<file path="src/rtl/i2cm_pkg.sv">
// Shared types and command codes for the I2C master bit engine.
// No dependencies; every other RTL file but the checker imports this package.
`default_nettype none

package i2cm_pkg;

    localparam int unsigned PHASE_W = 16;

    localparam logic [1:0] MODE_START = 2'd0;
    localparam logic [1:0] MODE_STOP  = 2'd1;
    localparam logic [1:0] MODE_WRITE = 2'd2;
    localparam logic [1:0] MODE_READ  = 2'd3;

    localparam logic [PHASE_W-1:0] PHASE_TICKS_RST = 16'd1000;

    // One input tick: command fields plus sampled bus levels.
    typedef struct packed {
        logic       cmd_valid;
        logic [1:0] mode;
        logic [7:0] tx_byte;
        logic       send_ack;
        logic       scl_level;
        logic       sda_level;
    } item_t;

    // One result: line drives and status after the tick.
    typedef struct packed {
        logic       scl_release;
        logic       sda_release;
        logic       ready_res;
        logic       done_res;
        logic [7:0] rx_byte;
        logic       ack_seen;
    } result_t;

endpackage

`default_nettype wire

</file>
<file path="src/rtl/i2cm_in_stage.sv">
// Input register stage: captures one tick transaction and holds it until
// the core consumes it. Depends on i2cm_pkg.
`default_nettype none

module i2cm_in_stage
(
    input  wire logic           clk,
    input  wire logic           rst_n,
    input  wire logic           in_valid,
    output logic                in_stall,
    input  wire i2cm_pkg::item_t in_item,
    input  wire logic           step_en,
    output logic                item_vld,
    output i2cm_pkg::item_t     item
);
    import i2cm_pkg::*;

    logic  vld_reg;
    logic  vld_next;
    item_t item_reg;
    logic  load;

    // Take a new transaction when empty or when the held one moves on.
    assign in_stall = vld_reg && !step_en;
    assign load     = in_valid && !in_stall;
    assign vld_next = load ? 1'b1 : (step_en ? 1'b0 : vld_reg);

    always_ff @(posedge clk or negedge rst_n)
    begin
        if (!rst_n)
        begin
            vld_reg <= 1'b0;
        end
        else
        begin
            vld_reg <= vld_next;
        end
    end

    always_ff @(posedge clk)
    begin
        if (load)
        begin
            item_reg <= in_item;
        end
    end

    assign item_vld = vld_reg;
    assign item     = item_reg;

endmodule

`default_nettype wire

</file>
<file path="src/rtl/i2cm_core.sv">
// Bus phase sequencer: holds the engine state and computes one tick per
// step. Depends on i2cm_pkg.
`default_nettype none

module i2cm_core
#(
    parameter int unsigned DELAY_WIDTH = 16
)
(
    input  wire logic                     clk,
    input  wire logic                     rst_n,
    input  wire logic                     cfg_wr_en,
    input  wire logic [i2cm_pkg::PHASE_W-1:0] cfg_wr_data,
    input  wire logic                     step_en,
    input  wire i2cm_pkg::item_t          item,
    output i2cm_pkg::result_t             res
);
    import i2cm_pkg::*;

    localparam int unsigned CW = (DELAY_WIDTH > PHASE_W) ? DELAY_WIDTH : PHASE_W;

    typedef enum logic [3:0] {
        PH_IDLE, PH_ST_A, PH_ST_B, PH_ST_C, PH_ST_D,
        PH_SP_A, PH_SP_B, PH_SP_C,
        PH_WR_LOW, PH_WR_HIGH, PH_RD_LOW, PH_RD_HIGH
    } phase_t;

    phase_t                 phase_reg,   phase_next;
    logic [3:0]             bit_cnt_reg, bit_cnt_next;
    logic [7:0]             shift_reg,   shift_next;
    logic [DELAY_WIDTH-1:0] delay_reg,   delay_next;
    logic                   scl_drv_reg, scl_drv_next;
    logic                   sda_drv_reg, sda_drv_next;
    logic                   ack_reg,     ack_next;
    logic                   ack_tx_reg,  ack_tx_next;
    logic [7:0]             rx_reg,      rx_next;
    logic [PHASE_W-1:0]     ticks_reg;

    logic [CW-1:0]          ticks_ext;
    logic [CW-1:0]          mask_ext;
    logic [CW-1:0]          eff_ticks;
    logic [DELAY_WIDTH-1:0] delay_inc;
    logic                   high_ph;
    logic                   done;
    logic [3:0]             bc_inc;
    logic [7:0]             wr_shift;

    assign ticks_ext = CW'(ticks_reg);
    assign mask_ext  = CW'({DELAY_WIDTH{1'b1}});
    assign eff_ticks = (ticks_ext == '0) ? CW'(1) :
                       ((ticks_ext > mask_ext) ? mask_ext : ticks_ext);
    assign delay_inc = delay_reg + DELAY_WIDTH'(1);
    assign high_ph   = (phase_reg == PH_ST_B) || (phase_reg == PH_SP_B) ||
                       (phase_reg == PH_WR_HIGH) || (phase_reg == PH_RD_HIGH);
    assign bc_inc    = bit_cnt_reg + 4'd1;
    assign wr_shift  = {shift_reg[6:0], 1'b0};

    always_comb
    begin
        phase_next   = phase_reg;
        bit_cnt_next = bit_cnt_reg;
        shift_next   = shift_reg;
        delay_next   = delay_reg;
        scl_drv_next = scl_drv_reg;
        sda_drv_next = sda_drv_reg;
        ack_next     = ack_reg;
        ack_tx_next  = ack_tx_reg;
        rx_next      = rx_reg;
        done         = 1'b0;

        if (phase_reg == PH_IDLE)
        begin
            if (item.cmd_valid)
            begin
                delay_next = '0;
                unique case (item.mode)
                    MODE_START:
                    begin
                        phase_next   = PH_ST_A;
                        sda_drv_next = 1'b1;
                    end
                    MODE_STOP:
                    begin
                        phase_next   = PH_SP_A;
                        sda_drv_next = 1'b0;
                    end
                    MODE_WRITE:
                    begin
                        phase_next   = PH_WR_LOW;
                        shift_next   = item.tx_byte;
                        bit_cnt_next = 4'd0;
                        scl_drv_next = 1'b0;
                        sda_drv_next = item.tx_byte[7];
                    end
                    default:
                    begin
                        phase_next   = PH_RD_LOW;
                        shift_next   = 8'd0;
                        bit_cnt_next = 4'd0;
                        ack_tx_next  = item.send_ack;
                        scl_drv_next = 1'b0;
                        sda_drv_next = 1'b1;
                    end
                endcase
            end
        end
        else if (high_ph && (delay_reg == '0) && !item.scl_level)
        begin
            // SCL held low by a device: wait before counting the phase.
        end
        else
        begin
            delay_next = delay_inc;
            if (CW'(delay_inc) >= eff_ticks)
            begin
                delay_next = '0;
                unique case (phase_reg)
                    PH_ST_A:
                    begin
                        phase_next   = PH_ST_B;
                        scl_drv_next = 1'b1;
                    end
                    PH_ST_B:
                    begin
                        phase_next   = PH_ST_C;
                        sda_drv_next = 1'b0;
                    end
                    PH_ST_C:
                    begin
                        phase_next   = PH_ST_D;
                        scl_drv_next = 1'b0;
                    end
                    PH_SP_A:
                    begin
                        phase_next   = PH_SP_B;
                        scl_drv_next = 1'b1;
                    end
                    PH_SP_B:
                    begin
                        phase_next   = PH_SP_C;
                        sda_drv_next = 1'b1;
                    end
                    PH_WR_LOW:
                    begin
                        phase_next   = PH_WR_HIGH;
                        scl_drv_next = 1'b1;
                    end
                    PH_RD_LOW:
                    begin
                        phase_next   = PH_RD_HIGH;
                        scl_drv_next = 1'b1;
                    end
                    PH_WR_HIGH:
                    begin
                        scl_drv_next = 1'b0;
                        if (bit_cnt_reg[3])
                        begin
                            ack_next     = item.sda_level;
                            phase_next   = PH_IDLE;
                            sda_drv_next = 1'b1;
                            done         = 1'b1;
                        end
                        else
                        begin
                            shift_next   = wr_shift;
                            bit_cnt_next = bc_inc;
                            phase_next   = PH_WR_LOW;
                            sda_drv_next = bc_inc[3] ? 1'b1 : wr_shift[7];
                        end
                    end
                    PH_RD_HIGH:
                    begin
                        scl_drv_next = 1'b0;
                        if (!bit_cnt_reg[3])
                        begin
                            shift_next   = {shift_reg[6:0], item.sda_level};
                            bit_cnt_next = bc_inc;
                            phase_next   = PH_RD_LOW;
                            sda_drv_next = bc_inc[3] ? !ack_tx_reg : 1'b1;
                        end
                        else
                        begin
                            rx_next      = shift_reg;
                            phase_next   = PH_IDLE;
                            sda_drv_next = 1'b1;
                            done         = 1'b1;
                        end
                    end
                    default:
                    begin
                        phase_next = PH_IDLE;
                        done       = 1'b1;
                    end
                endcase
            end
        end
    end

    always_ff @(posedge clk or negedge rst_n)
    begin
        if (!rst_n)
        begin
            phase_reg   <= PH_IDLE;
            bit_cnt_reg <= 4'd0;
            shift_reg   <= 8'd0;
            delay_reg   <= '0;
            scl_drv_reg <= 1'b1;
            sda_drv_reg <= 1'b1;
            ack_reg     <= 1'b1;
            ack_tx_reg  <= 1'b0;
            rx_reg      <= 8'd0;
            ticks_reg   <= PHASE_TICKS_RST;
        end
        else
        begin
            if (cfg_wr_en)
            begin
                ticks_reg <= cfg_wr_data;
            end
            if (step_en)
            begin
                phase_reg   <= phase_next;
                bit_cnt_reg <= bit_cnt_next;
                shift_reg   <= shift_next;
                delay_reg   <= delay_next;
                scl_drv_reg <= scl_drv_next;
                sda_drv_reg <= sda_drv_next;
                ack_reg     <= ack_next;
                ack_tx_reg  <= ack_tx_next;
                rx_reg      <= rx_next;
            end
        end
    end

    assign res.scl_release = scl_drv_next;
    assign res.sda_release = sda_drv_next;
    assign res.ready_res   = (phase_next == PH_IDLE);
    assign res.done_res    = done;
    assign res.rx_byte     = rx_next;
    assign res.ack_seen    = ack_next;

endmodule

`default_nettype wire

</file>
<file path="src/rtl/i2cm_out_stage.sv">
// Result register: holds one result transaction until the sink takes it.
// Depends on i2cm_pkg.
`default_nettype none

module i2cm_out_stage
(
    input  wire logic             clk,
    input  wire logic             rst_n,
    input  wire logic             item_vld,
    input  wire i2cm_pkg::result_t res_in,
    input  wire logic             out_stall,
    output logic                  step_en,
    output logic                  out_valid,
    output i2cm_pkg::result_t     res_out
);
    import i2cm_pkg::*;

    logic    vld_reg;
    logic    vld_next;
    result_t res_reg;
    logic    free;

    // Room when empty or when the held result leaves this cycle.
    assign free     = !vld_reg || !out_stall;
    assign step_en  = item_vld && free;
    assign vld_next = step_en ? 1'b1 : (free ? 1'b0 : vld_reg);

    always_ff @(posedge clk or negedge rst_n)
    begin
        if (!rst_n)
        begin
            vld_reg <= 1'b0;
        end
        else
        begin
            vld_reg <= vld_next;
        end
    end

    always_ff @(posedge clk)
    begin
        if (step_en)
        begin
            res_reg <= res_in;
        end
    end

    assign out_valid = vld_reg;
    assign res_out   = res_reg;

endmodule

`default_nettype wire

</file>
<file path="src/rtl/i2c_master_bit_engine.sv">
// Top level of the I2C master bit engine: input register, phase sequencer,
// result register. Depends on i2cm_pkg, i2cm_in_stage, i2cm_core, i2cm_out_stage.
//
//  channel   handshake              payload
//  -------   ---------------------  ------------------------------------------
//  input     in_valid / in_stall    cmd_valid mode tx_byte send_ack scl/sda_level
//  output    out_valid / out_stall  scl/sda_release ready_res done_res rx_byte
//                                   ack_seen
//  config    cfg_wr_en              cfg_wr_data = phase_ticks
//
// One tick transaction per clock while the output is not stalled: it is held
// in the input register, the sequencer steps once, and the result lands in the
// output register, where it stays until the sink takes it.
// Reset (async, rst_n low) empties both stages and returns the bus to idle
// with both lines released and phase_ticks at 1000.
// A stalled output holds its result; the input stalls only while a tick is
// waiting in the input register and the output cannot take its result.
`default_nettype none

module i2c_master_bit_engine
#(
    parameter int unsigned DELAY_WIDTH = 16
)
(
    input  wire logic       clk,
    input  wire logic       rst_n,
    // configuration
    input  wire logic       cfg_wr_en,
    input  wire logic [15:0] cfg_wr_data,
    // tick input
    input  wire logic       in_valid,
    output logic            in_stall,
    input  wire logic       cmd_valid,
    input  wire logic [1:0] mode,
    input  wire logic [7:0] tx_byte,
    input  wire logic       send_ack,
    input  wire logic       scl_level,
    input  wire logic       sda_level,
    // result output
    output logic            out_valid,
    input  wire logic       out_stall,
    output logic            scl_release,
    output logic            sda_release,
    output logic            ready_res,
    output logic            done_res,
    output logic [7:0]      rx_byte,
    output logic            ack_seen
);
    import i2cm_pkg::*;

    item_t   in_item;
    item_t   item;
    logic    item_vld;
    logic    step_en;
    result_t res_core;
    result_t res_out;

    // Pack the tick fields into one transaction.
    assign in_item.cmd_valid = cmd_valid;
    assign in_item.mode      = mode;
    assign in_item.tx_byte   = tx_byte;
    assign in_item.send_ack  = send_ack;
    assign in_item.scl_level = scl_level;
    assign in_item.sda_level = sda_level;

    i2cm_in_stage u_in
    (
        .clk      (clk),
        .rst_n    (rst_n),
        .in_valid (in_valid),
        .in_stall (in_stall),
        .in_item  (in_item),
        .step_en  (step_en),
        .item_vld (item_vld),
        .item     (item)
    );

    // Step the bus sequencer once per held tick.
    i2cm_core #(.DELAY_WIDTH(DELAY_WIDTH)) u_core
    (
        .clk         (clk),
        .rst_n       (rst_n),
        .cfg_wr_en   (cfg_wr_en),
        .cfg_wr_data (cfg_wr_data),
        .step_en     (step_en),
        .item        (item),
        .res         (res_core)
    );

    i2cm_out_stage u_out
    (
        .clk       (clk),
        .rst_n     (rst_n),
        .item_vld  (item_vld),
        .res_in    (res_core),
        .out_stall (out_stall),
        .step_en   (step_en),
        .out_valid (out_valid),
        .res_out   (res_out)
    );

    // Unpack the result transaction onto the ports.
    assign scl_release = res_out.scl_release;
    assign sda_release = res_out.sda_release;
    assign ready_res   = res_out.ready_res;
    assign done_res    = res_out.done_res;
    assign rx_byte     = res_out.rx_byte;
    assign ack_seen    = res_out.ack_seen;

endmodule

`default_nettype wire

</file>
<file path="config.mk">
export PLATFORM = sky130hd
export DESIGN_NAME = i2c_master_bit_engine
export DESIGN_NICKNAME = d
export VERILOG_FILES = /design/src/rtl/i2cm_pkg.sv /design/src/rtl/i2cm_in_stage.sv /design/src/rtl/i2cm_core.sv /design/src/rtl/i2cm_out_stage.sv /design/src/rtl/i2c_master_bit_engine.sv
export SDC_FILE = /design/constraint.sdc
export NUM_CORES = 1
export LEC_CHECK = 0
export BUFFER_PORTS_ARGS = -buffer_cell sky130_fd_sc_hd__clkbuf_2
export CORE_ASPECT_RATIO = 0.75
export CORE_UTILIZATION = 28
export DETAILED_ROUTE_END_ITERATION = 12
export GPL_TIMING_DRIVEN = 1
export SYNTH_ARGS = -nofsm -noshare
export SYNTH_HDL_FRONTEND = slang
export SYNTH_SLANG_ARGS = --single-unit
</file>
<file path="constraint.sdc">
create_clock -name clk -period 6.5 [get_ports clk]
set_input_delay 0.325 -clock clk [delete_from_list [all_inputs] [get_ports clk]]
set_output_delay 0.325 -clock clk [all_outputs]
set_load 0.03 [all_outputs]
</file>
==> impl_metrics.env <==
export IMPL_status="completed"
export IMPL_cts_hold_buf=0
export IMPL_cp_arrival_ns=4.40
export IMPL_synth_warnings=0
export IMPL_synthTopCellsByCount="dfrtp_1, nand2_1, mux2_2, edfxtp_1"
export IMPL_syn_nets=489
export IMPL_grt_pass1_wl_mm=17.13
export IMPL_antenna_found_initial=0
export IMPL_rsz0062_at_grt="no"
export IMPL_via_per_inst=4.968
export IMPL_synth_top_flop_cell="dfrtp_1"
export IMPL_drc=0
export IMPL_ys_types=63
export IMPL_drtAntennaViolNets=0
export IMPL_yosysTopAreaCellShare=0.2789
export IMPL_gp_congestion=0.8166
export IMPL_cpMaxStageDelayCell="nor4_4"
export IMPL_cts_buffers=9
export IMPL_n_fill_cell=1636
export IMPL_path_cells="nand3_1, nor3_1, and4_1, nand4_1, xnor2_1, ha_1, a21oi_1, o21ai_1, nor4_4, o21ai_0, a31oi_1"
export IMPL_period_minus_slack_ns=4.142
export IMPL_synth_area_leaders="dfrtp_1, edfxtp_1, mux2_2"
export IMPL_path_class="flop to flop"
export IMPL_fmax_mhz=241.4
export IMPL_start_kind="flop"
export IMPL_synth_most_common_cell="dfrtp_1"
export IMPL_grt_max_degree=63
export IMPL_power_density_nw_per_um2=303.5
export IMPL_ys_seq_area_frac=0.4992
export IMPL_setup_slack_ns=2.358
export IMPL_pwr_share_seq=0.455
export IMPL_worstPathRequired_ns=6.76
export IMPL_tns_ns=0
export IMPL_slew_violations=0
export IMPL_cts_root_buf="clkbuf_16"
export IMPL_synth_edf_count=27
export IMPL_initialDrtViolationCount=244
export IMPL_netlist_area_um2=4755
export IMPL_firstDrtPassIters=4
export IMPL_leakagePower_nw=2.370
export IMPL_combPwrFrac=0.256
export IMPL_vias=3433
export IMPL_hp_class="input pin to flop"
export IMPL_totalWireLength_mm=10.12
export IMPL_tightest_slew_ns=1.143
export IMPL_netlist_instances=434
export IMPL_path_delay_family="simple AND/OR/NAND/NOR gates"
export IMPL_syn_area_per_cell_um2=10.96
export IMPL_die_w_um=152.5
export IMPL_cellInternalPower_w=0.001092
export IMPL_synth_seq_cells=89
export IMPL_clk_pin_slew_worst_paths_ns=0.07
export IMPL_path_buf_inv=0
export IMPL_chipHeight_um=114.9
export IMPL_postCtsResizedCells=0
export IMPL_cpPeakStageDelay_ns=1.04
export IMPL_cts_num_sinks=89
export IMPL_wire_per_inst_um=14.64
export IMPL_pre_cts_ws_ns=2.409
export IMPL_switchingPower_w=0.0005637
export IMPL_final_nets=531
export IMPL_ys_async_sr_fraction=0.6966
export IMPL_clock_latency_ns=0.34
export IMPL_port_buffers=49
export IMPL_drive_above_1_share=0.2516
export IMPL_worst_path_max_fanout=25
export IMPL_h_tree_depth=3
export IMPL_clock_path_buffers=2
export IMPL_hold_ws_ns=0.1533
export IMPL_hold_violations=0
export IMPL_start_util=0.2914
export IMPL_grt_pass1_vias=3367
export IMPL_dieArea_um2=17510
export IMPL_ir_drop_mv=0.1266
export IMPL_grt_util_all_layers=0.1251
export IMPL_fin_crit_sh=0.6373
export IMPL_place_hpwl_mm=7.324
export IMPL_ioPinCount=50
export IMPL_finalClockSkew_ns=0.008502
export IMPL_finalSetupViolations=0
export IMPL_clkPwrFrac=0.289
export IMPL_core_area_um2=16320
export IMPL_yosysTopAreaCell="dfrtp_1"
export IMPL_switching_share=0.3404
export IMPL_post_cts_setup_buffer_count=0
export IMPL_cts_tree="built"
export IMPL_relSlewSlack=0.2325
export IMPL_drv_cap=0
export IMPL_grt_overflow=0
export IMPL_cp_end_kind="flop"
export IMPL_rows=40
export IMPL_finish_utilization=0.3344
export IMPL_num_antenna_cells=0
export IMPL_area_growth_pct=14.76
## metal layers
layer	part of all wire	wire length, µm	track usage	up-vias
met4	0.014	145	0.05791	0
li1	-	-	-	1695
met1	0.49	4955	0.1751	1657
met3	0.044	449	0.02563	10
met5	0	0	0	-
met2	0.45	4569	0.1865	71
## logic make-up (layout without fill, tap and decap cells)
kind of cell    count (synthesis)  count (layout)  share of synthesized area
flops                          89              89                     0.4992
xor+xnor                       14              14                    0.02579
mux                            30              30                    0.07105
buf+inv                        43              90                    0.03684
fa+ha+maj                      20              20                    0.05263
compound gates                112             112                     0.1647
simple gates                  126             126                     0.1497
## layout make-up
type	count	area (µm²)	share of cell area
clock inverters	6	42.54	0.007796
inverters	24	90.09	0.01651
repair buffers	50	252.7	0.04632
clock buffers	10	229.0	0.04196
multi-input cells	302	2206	0.4043
flip-flops and latches	89	2374	0.4350
well taps	210	262.8	0.04815
## path summary, 6_finish.rpt
path | endpoint | from | depth (start not counted) | slack [ns]
worst max-delay path | u_core.delay_reg[5] | u_core.delay_reg[2] | 11 | 2.36
worst min-delay path | u_in.item[8] | tx_byte[5] | 1 | 0.15
worst max register to register | u_core.delay_reg[5] | u_core.delay_reg[2] | 11 | 2.36
worst min register to register | u_core.bit_cnt_reg[2] | u_core.bit_cnt_reg[2] | 1 | 0.49
max in group asynchronous | u_core.phase_reg[3] | rst_n | 2 | 5.83
min in group asynchronous | u_core.ticks_ext[1] | rst_n | 2 | 0.16
## placed cells by master (no fill, tap or decap), types with 17 or more instances in the layout
master    count
dfrtp_1      53
clkbuf_2     49
nand2_1      45
mux2_2       30
edfxtp_1     27
inv_1        24
o21ai_0      24
a21oi_1      22
ha_1         20
nor2_1       17
## stage by stage
stage          instances  total power (W)  cell area, µm²
2_1_floorplan        434         0.001077            4755
3_3_place_gp         675         0.001177            5185
3_5_place_dp         675         0.001186            5185
4_1_cts              691         0.001673            5456
5_1_grt              691         0.001769            5456
6_report             691         0.001656            5456
## power by group through the flow
stage                     Clock, W  Sequential (W)  Combinational, W
after floorplan                  0        0.000725          0.000351
after global placement           0        0.000760          0.000418
after detailed placement         0        0.000763          0.000423
after CTS                 0.000494        0.000752          0.000427
after global routing      0.000519        0.000767          0.000483
final                     0.000479        0.000753          0.000424
Power figures use the tool's default switching activity.
